## src/sv/pqms_pkg.sv

```systemverilog
// ----------------------------------------------------------------------------
// pqms_pkg
// Shared types and constants for the max-scan priority queue.
// ----------------------------------------------------------------------------
`default_nettype none

package pqms_pkg;

  localparam int CAPACITY_DEF = 16;
  localparam int VAL_W        = 32;
  localparam int PRI_W        = 16;
  localparam int OCC_W        = 5;
  localparam int ENTRY_W      = VAL_W + PRI_W;

  localparam logic OP_ENQ = 1'b0;
  localparam logic OP_DEQ = 1'b1;

  typedef enum logic [1:0] {
    ST_ENQUEUED = 2'd0,
    ST_DEQUEUED = 2'd1,
    ST_EMPTY    = 2'd2,
    ST_FULL     = 2'd3
  } status_t;

  typedef struct packed {
    logic start;
    logic scan_step;
    logic shift_init;
    logic shift_step;
    logic commit;
    logic load_out;
  } cmd_t;

  typedef struct packed {
    logic full;
    logic empty;
    logic scan_done;
    logic shift_done;
    logic out_free;
  } sts_t;

endpackage

`default_nettype wire

```

## src/sv/pqms_ram.sv

```systemverilog
// ----------------------------------------------------------------------------
// pqms_ram
// Generic single-write, single-read RAM with registered read data.
// ----------------------------------------------------------------------------
`default_nettype none

module pqms_ram #(
  parameter int WIDTH = 8,
  parameter int DEPTH = 16
) (
  input  wire logic                     clk,
  input  wire logic                     we,
  input  wire logic [$clog2(DEPTH)-1:0] waddr,
  input  wire logic [WIDTH-1:0]         wdata,
  input  wire logic                     re,
  input  wire logic [$clog2(DEPTH)-1:0] raddr,
  output logic      [WIDTH-1:0]         rdata
);

  logic [WIDTH-1:0] mem [DEPTH];

  always_ff @(posedge clk) begin
    if (we) begin
      mem[waddr] <= wdata;
    end
    if (re) begin
      rdata <= mem[raddr];
    end
  end

endmodule

`default_nettype wire

```

## src/sv/pqms_ctrl.sv

```systemverilog
// ----------------------------------------------------------------------------
// pqms_ctrl
// Sequencer: accept, scan for the maximum and close the gap on a dequeue, post.
// ----------------------------------------------------------------------------
`default_nettype none

module pqms_ctrl import pqms_pkg::*; (
  input  wire logic clk,
  input  wire logic rst_n,
  input  wire logic in_valid,
  input  wire logic in_operation,
  output logic      in_ready,
  input  wire sts_t sts,
  output cmd_t      cmd
);

  typedef enum logic [2:0] {
    S_IDLE,
    S_SCAN,
    S_SHIFT_INIT,
    S_SHIFT,
    S_FIN
  } state_t;

  state_t state_r, state_nxt;

  always_comb begin
    cmd       = '0;
    state_nxt = state_r;
    in_ready  = 1'b0;
    case (state_r)
      S_IDLE: begin
        in_ready = 1'b1;
        if (in_valid) begin
          cmd.start = 1'b1;
          if (in_operation == OP_DEQ && !sts.empty) begin
            state_nxt = S_SCAN;
          end else begin
            state_nxt = S_FIN;
          end
        end
      end
      S_SCAN: begin
        cmd.scan_step = 1'b1;
        if (sts.scan_done) begin
          state_nxt = S_SHIFT_INIT;
        end
      end
      S_SHIFT_INIT: begin
        cmd.shift_init = 1'b1;
        state_nxt      = S_SHIFT;
      end
      S_SHIFT: begin
        cmd.shift_step = 1'b1;
        if (sts.shift_done) begin
          cmd.commit = 1'b1;
          state_nxt  = S_FIN;
        end
      end
      S_FIN: begin
        if (sts.out_free) begin
          cmd.load_out = 1'b1;
          state_nxt    = S_IDLE;
        end
      end
      default: begin
        state_nxt = S_IDLE;
      end
    endcase
  end

  always_ff @(posedge clk) begin
    if (!rst_n) begin
      state_r <= S_IDLE;
    end else begin
      state_r <= state_nxt;
    end
  end

endmodule

`default_nettype wire

```

## src/sv/pqms_dp.sv

```systemverilog
// ----------------------------------------------------------------------------
// pqms_dp
// Entry store, count, scan comparator, gap-closing shifter, result register.
// ----------------------------------------------------------------------------
`default_nettype none

module pqms_dp import pqms_pkg::*; #(
  parameter int CAPACITY = CAPACITY_DEF
) (
  input  wire logic                    clk,
  input  wire logic                    rst_n,
  input  wire cmd_t                    cmd,
  output sts_t                         sts,
  input  wire logic                    in_operation,
  input  wire logic signed [VAL_W-1:0] in_item_value,
  input  wire logic signed [PRI_W-1:0] in_item_priority,
  output logic                         out_valid,
  input  wire logic                    out_ready,
  output logic signed [VAL_W-1:0]      out_value,
  output logic        [1:0]            out_status,
  output logic        [OCC_W-1:0]      out_occupancy
);

  localparam int AW = $clog2(CAPACITY);
  localparam int CW = $clog2(CAPACITY + 1);

  logic [CW-1:0]           cnt_r, cnt_nxt;
  logic [CW-1:0]           rd_idx_r, rd_idx_nxt;
  logic                    pend_r, pend_nxt;
  logic [CW-1:0]           pend_idx_r, pend_idx_nxt;
  logic [CW-1:0]           best_idx_r, best_idx_nxt;
  logic signed [PRI_W-1:0] best_pri_r, best_pri_nxt;
  logic signed [VAL_W-1:0] best_val_r, best_val_nxt;
  status_t                 res_status_r, res_status_nxt;

  logic                    out_valid_r, out_valid_nxt;
  logic signed [VAL_W-1:0] out_value_r, out_value_nxt;
  logic [1:0]              out_status_r, out_status_nxt;
  logic [OCC_W-1:0]        out_occ_r, out_occ_nxt;

  logic                    full, empty, issue;
  logic [CW-1:0]           wr_idx;
  logic [CW+OCC_W-1:0]     occ_ext;
  logic                    ram_we, ram_re;
  logic [AW-1:0]           ram_waddr, ram_raddr;
  logic [ENTRY_W-1:0]      ram_wdata, ram_rdata;
  logic signed [PRI_W-1:0] rd_pri;
  logic signed [VAL_W-1:0] rd_val;

  pqms_ram #(
    .WIDTH(ENTRY_W),
    .DEPTH(CAPACITY)
  ) u_ram (
    .clk  (clk),
    .we   (ram_we),
    .waddr(ram_waddr),
    .wdata(ram_wdata),
    .re   (ram_re),
    .raddr(ram_raddr),
    .rdata(ram_rdata)
  );

  assign full    = (cnt_r == CW'(CAPACITY));
  assign empty   = (cnt_r == '0);
  assign issue   = (rd_idx_r != cnt_r);
  assign wr_idx  = pend_idx_r - CW'(1);
  assign rd_pri  = $signed(ram_rdata[PRI_W-1:0]);
  assign rd_val  = $signed(ram_rdata[ENTRY_W-1:PRI_W]);
  assign occ_ext = {{OCC_W{1'b0}}, cnt_r};

  assign ram_re    = (cmd.scan_step || cmd.shift_step) && issue;
  assign ram_raddr = rd_idx_r[AW-1:0];

  always_comb begin
    ram_we    = 1'b0;
    ram_waddr = cnt_r[AW-1:0];
    ram_wdata = {in_item_value, in_item_priority};
    if (cmd.start && in_operation == OP_ENQ && !full) begin
      ram_we = 1'b1;
    end else if (cmd.shift_step && pend_r) begin
      ram_we    = 1'b1;
      ram_waddr = wr_idx[AW-1:0];
      ram_wdata = ram_rdata;
    end
  end

  assign sts.full       = full;
  assign sts.empty      = empty;
  assign sts.scan_done  = pend_r && ((pend_idx_r + CW'(1)) == cnt_r);
  assign sts.shift_done = !issue && !pend_r;
  assign sts.out_free   = !out_valid_r || out_ready;

  always_comb begin
    cnt_nxt        = cnt_r;
    rd_idx_nxt     = rd_idx_r;
    pend_nxt       = pend_r;
    pend_idx_nxt   = pend_idx_r;
    best_idx_nxt   = best_idx_r;
    best_pri_nxt   = best_pri_r;
    best_val_nxt   = best_val_r;
    res_status_nxt = res_status_r;
    out_valid_nxt  = out_valid_r;
    out_value_nxt  = out_value_r;
    out_status_nxt = out_status_r;
    out_occ_nxt    = out_occ_r;

    if (cmd.start) begin
      rd_idx_nxt = '0;
      pend_nxt   = 1'b0;
      if (in_operation == OP_ENQ) begin
        if (full) begin
          res_status_nxt = ST_FULL;
        end else begin
          res_status_nxt = ST_ENQUEUED;
          cnt_nxt        = cnt_r + CW'(1);
        end
      end else begin
        res_status_nxt = empty ? ST_EMPTY : ST_DEQUEUED;
      end
    end

    if (cmd.scan_step || cmd.shift_step) begin
      if (issue) begin
        rd_idx_nxt = rd_idx_r + CW'(1);
      end
      pend_nxt     = issue;
      pend_idx_nxt = rd_idx_r;
    end

    if (cmd.scan_step && pend_r) begin
      if (pend_idx_r == '0 || rd_pri > best_pri_r) begin
        best_idx_nxt = pend_idx_r;
        best_pri_nxt = rd_pri;
        best_val_nxt = rd_val;
      end
    end

    if (cmd.shift_init) begin
      rd_idx_nxt = best_idx_r + CW'(1);
      pend_nxt   = 1'b0;
    end

    if (cmd.commit) begin
      cnt_nxt = cnt_r - CW'(1);
    end

    if (cmd.load_out) begin
      out_valid_nxt  = 1'b1;
      out_value_nxt  = (res_status_r == ST_DEQUEUED) ? best_val_r : '0;
      out_status_nxt = res_status_r;
      out_occ_nxt    = occ_ext[OCC_W-1:0];
    end else if (out_ready) begin
      out_valid_nxt = 1'b0;
    end
  end

  always_ff @(posedge clk) begin
    if (!rst_n) begin
      cnt_r       <= '0;
      pend_r      <= 1'b0;
      out_valid_r <= 1'b0;
    end else begin
      cnt_r       <= cnt_nxt;
      pend_r      <= pend_nxt;
      out_valid_r <= out_valid_nxt;
    end
    rd_idx_r     <= rd_idx_nxt;
    pend_idx_r   <= pend_idx_nxt;
    best_idx_r   <= best_idx_nxt;
    best_pri_r   <= best_pri_nxt;
    best_val_r   <= best_val_nxt;
    res_status_r <= res_status_nxt;
    out_value_r  <= out_value_nxt;
    out_status_r <= out_status_nxt;
    out_occ_r    <= out_occ_nxt;
  end

  assign out_valid     = out_valid_r;
  assign out_value     = out_value_r;
  assign out_status    = out_status_r;
  assign out_occupancy = out_occ_r;

endmodule

`default_nettype wire

```

## src/sv/priority_queue_max_scan_top.sv

```systemverilog
// ----------------------------------------------------------------------------
// priority_queue_max_scan_top
// Bounded priority queue held unsorted in arrival order; dequeue removes the
// highest-priority entry (earliest arrival on a tie).
//
//   channel | signals                                         | direction
//   --------+-------------------------------------------------+----------
//   in      | in_valid/in_ready, in_operation, in_item_value, | input
//           | in_item_priority                                |
//   out     | out_valid/out_ready, out_value, out_status,     | output
//           | out_occupancy                                   |
//
// Enqueue, full or empty: an accept state, then a post state.
// Dequeue of N held entries (k = removed slot from 0): accept, a scan over
// all N entries, a setup state, a shift that moves the entries after slot k
// down (none when k is the last slot), then post. The single read port of the
// entry RAM reads one entry per cycle in scan and shift.
// One item at a time; a new item is taken while a result waits at out, and the
// post cycle holds until out is free. Reset clears state, count, valid flags.
// ----------------------------------------------------------------------------
`default_nettype none

module priority_queue_max_scan_top import pqms_pkg::*; #(
  parameter int CAPACITY = CAPACITY_DEF
) (
  input  wire logic                    clk,
  input  wire logic                    rst_n,
  input  wire logic                    in_valid,
  output logic                         in_ready,
  input  wire logic                    in_operation,
  input  wire logic signed [VAL_W-1:0] in_item_value,
  input  wire logic signed [PRI_W-1:0] in_item_priority,
  output logic                         out_valid,
  input  wire logic                    out_ready,
  output logic signed [VAL_W-1:0]      out_value,
  output logic        [1:0]            out_status,
  output logic        [OCC_W-1:0]      out_occupancy
);

  cmd_t cmd;
  sts_t sts;

  pqms_ctrl u_ctrl (
    .clk         (clk),
    .rst_n       (rst_n),
    .in_valid    (in_valid),
    .in_operation(in_operation),
    .in_ready    (in_ready),
    .sts         (sts),
    .cmd         (cmd)
  );

  pqms_dp #(
    .CAPACITY(CAPACITY)
  ) u_dp (
    .clk             (clk),
    .rst_n           (rst_n),
    .cmd             (cmd),
    .sts             (sts),
    .in_operation    (in_operation),
    .in_item_value   (in_item_value),
    .in_item_priority(in_item_priority),
    .out_valid       (out_valid),
    .out_ready       (out_ready),
    .out_value       (out_value),
    .out_status      (out_status),
    .out_occupancy   (out_occupancy)
  );

endmodule

`default_nettype wire

```

## config.mk

```make
export PLATFORM = sky130hd
export DESIGN_NAME = priority_queue_max_scan_top
export DESIGN_NICKNAME = d
export VERILOG_FILES = /design/src/sv/pqms_pkg.sv /design/src/sv/pqms_ram.sv /design/src/sv/pqms_ctrl.sv /design/src/sv/pqms_dp.sv /design/src/sv/priority_queue_max_scan_top.sv
export SDC_FILE = /design/constraint.sdc
export NUM_CORES = 1
export LEC_CHECK = 0
export BUFFER_PORTS_ARGS = -buffer_cell sky130_fd_sc_hd__buf_2
export CORE_MARGIN = 3
export CORE_UTILIZATION = 35
export CTS_CLUSTER_SIZE = 12
export DETAILED_ROUTE_END_ITERATION = 10
export SYNTH_ARGS = -nofsm -noshare
export SYNTH_HDL_FRONTEND = slang
export SYNTH_SLANG_ARGS = --single-unit
```

## constraint.sdc

```tcl
create_clock -name clk -period 5.6 [get_ports clk]
set_clock_uncertainty 0.15 [all_clocks]
set_input_delay 1.12 -clock clk [delete_from_list [all_inputs] [get_ports clk]]
set_output_delay 1.12 -clock clk [all_outputs]
set_load 0.01 [all_outputs]
```

==> summary.txt <==
Buffers on Ports -> 93
Synthesis warning total -> 0
Initial core utilization -> 35.6%
Synth cell types -> 64
Layout cells sized above 1 -> 31.5%
Largest net degree at the start of global routing -> 101
Critical-path cell list -> nand2b_1, inv_2, nand3_4, nor2b_1, a32oi_1, nor2_4, buf_4
Critical Path Sink Type -> flip-flop
Post-CTS Setup Inserts -> 0
WP data arrival -> 3840 ps
Worst path slowest cell -> nor2_4
Die width -> 326 um
Synth area leader -> edfxtp_1
Unrepaired setup endpoints after global routing -> no
LEAKAGE -> 12.6 nW
CP Data Required Time -> 5760 ps
Most frequent cell after synthesis -> edfxtp_1
Initial antenna violation count -> 3
Layout net count -> 1780
Core footprint -> 101000 um2
Overall routing resource usage -> 14.2%
Post-synthesis sequential area ratio -> 77.4%
Syn avg cell area -> 23.2 um2
Die H -> 326 um
Top cells by count, synth -> edfxtp_1, mux4_2, mux2_2
Tightest Pin Transition -> 1130 ps
Final TNS setup -> 0 ps
Startpoint types -> flip-flop
CTS H-tree depth -> 3
GRT met2 Usage -> 22.3%
# fillers -> 8708
Syn nets -> 1627
Tot Pwr -> 0.0145 W
IO Pins -> 94
Row count -> 116
Total number of vias -> 16.1k
Slew margin rel. -> 24.7%
Total die area -> 106000 um2
Worst path top cell family by delay -> simple AND/OR/NAND/NOR gates
Vias/cell -> 5.17
Area Growth Syn to Fin -> 13.9%
Number of flops mapped to enable cells by yosys -> 915
Iter 0 DRT Violations -> 1584
Final wirelength -> 75.6 mm
Final hold vios -> 0
PwrDens -> 356 nW/um2
Top post-synthesis cells by area -> edfxtp_1, mux4_2, mux2_2
Synthesized flop and latch total -> 930
Fmax -> 0.272 GHz
Buf/Inv on CP -> 2
Vias in the first global route -> 17.0k
Final period util -> 65.7%
Place WS -> 1620 ps
Worst-Skew Late Latency -> 650 ps
Post-Syn Area -> 35900 um2
Gr busiest metal -> met2
Path type of the worst setup path -> reg -> reg
DR pass1 iterations -> 6
Final Setup Violations -> 0
DP HPWL -> 41.2 mm
GR Layer Usage met1 -> 20.6%
CTS tree -> yes
CTS buffer count -> 96
Worst Hold Class -> reg -> reg
Top-area cell type share of the netlist area -> 76.5%
RD Place Congestion -> 0.746
Worst-path fanout max -> 26
First-pass GRT wire length -> 113 mm
Seq. cell area -> 27800 um2
Crit-path max cell delay -> 930 ps
Antenna diodes -> 0
Reg clk slew, reported paths -> 60 ps
Clock buffer depth -> 3
Post-route ant nets -> 0
CTS Root Cell -> clkbuf_16
Hold_buf cts -> 0
Status -> completed
Multi-input gate area -> 7750 um2
Synth Flop Type -> edfxtp_1
Max-Cap Viols -> 0
Peak supply drop -> 0.000229 V
Final WS setup -> 1920 ps
Async S/R FF share, synth -> 0%
Clock net sink count -> 930
Routed wire length per instance -> 24.3 um
Resize count post-CTS -> 0
Final global-route overflow total -> 0
Min Tclk post-route -> 3680 ps
M3 GR Usage -> 2.25%
Drt drc -> 0
Post-Synthesis Cells -> 1549
Slew Viols, Final -> 0
## metrics by stage
stage | hold slack, ps | utilization, % | cell area [um2] | std cells
4_1_cts | 297 | 40.5 | 40900 | 3115
3_5_place_dp | 283 | 37.8 | 38100 | 2961
6_report | 297 | 40.5 | 40900 | 3115
5_1_grt | 312 | 40.5 | 40900 | 3115
3_3_place_gp | 280 | 37.8 | 38100 | 2961
2_1_floorplan | 253 | - | 35900 | 1549
## power breakdown
group / switching (W) / internal [W] / total (W)
registers: 0.0000566 / 0.00776 / 0.00781
logic: 0.000494 / 0.000471 / 0.000965
clock network: 0.00253 / 0.00323 / 0.00576
total: 0.00308 / 0.0115 / 0.0145
## routing by layer
metal  vias up  wire length (um)
met4         0              1690
met5         -                 0
met1      8651             33600
met2       506             35900
met3       108              4400
li1       6846                 -
## sequential cells by signal, summed over array words and instances, names as in the netlist
register / flops
u_dp.rd_idx_r: 5
u_dp.out_value: 32
u_dp.cnt_r: 5
u_dp.u_ram.rdata: 48
u_dp.best_val_r: 32
u_dp.pend_idx_r: 5
u_dp.res_status_r: 2
u_dp.best_pri_r: 16
u_dp.best_idx_r: 5
u_dp.out_occupancy: 5
u_ctrl.state_r: 3
u_dp.out_valid: 1
u_dp.pend_r: 1
u_dp.out_status: 2
u_dp.u_ram.mem: 768
## cell type report
| class | count | share of cell area, % |
|---|---|---|
| inverters | 27 | 0.251 |
| multi-input cells | 519 | 19.0 |
| well taps | 1357 | 4.15 |
| clock inverters | 35 | 0.673 |
| clock buffers | 119 | 6.09 |
| repair buffers | 128 | 1.93 |
| flip-flops and latches | 930 | 67.9 |
## layout by cell type, fill, tap and decap left out, types with 7 or more instances in the layout
| cell type | instances |
|---|---|
| dfxtp_1 | 12 |
| buf_4 | 30 |
| xnor2_1 | 15 |
| a21oi_1 | 13 |
| ha_1 | 24 |
| mux2_2 | 47 |
| mux4_1 | 9 |
| clkbuf_16 | 96 |
| clkbuf_1 | 23 |
| nand3_1 | 9 |
| nand2_1 | 12 |
| clkinv_2 | 7 |
| inv_1 | 23 |
| edfxtp_1 | 915 |
| buf_2 | 93 |
| and2_1 | 32 |
| nor2_4 | 16 |
| nor2_1 | 19 |
| mux4_2 | 231 |
| clkinv_1 | 16 |
| o211ai_1 | 7 |
## kinds of logic (layout without fill, tap and decap cells)
logic type	count (synthesis)	in the layout	share of synthesized area, %
fa+ha+maj	25	25	0.892
compound gates	62	62	1.23
mux	288	288	16.6
xor+xnor	20	20	0.488
simple gates	124	124	1.90
flops	930	930	77.4
buf+inv	100	309	1.49
## final timing paths
path                                                         to  depth (start not counted)  slack, ps                            from
worst min-delay path              u_dp.best_val_r[30]$_DFFE_PP_                          0        300  u_dp.u_ram.rdata[46]$_DFFE_PP_
worst max-delay path            u_dp.u_ram.mem[7][11]$_DFFE_PP_                          7       1920  u_ctrl.state_r[2]$_SDFFE_PN0P_
worst min register to register    u_dp.best_val_r[30]$_DFFE_PP_                          0        300  u_dp.u_ram.rdata[46]$_DFFE_PP_
worst max register to register  u_dp.u_ram.mem[7][11]$_DFFE_PP_                          7       1920  u_ctrl.state_r[2]$_SDFFE_PN0P_
Power figures use the tool's default switching activity.
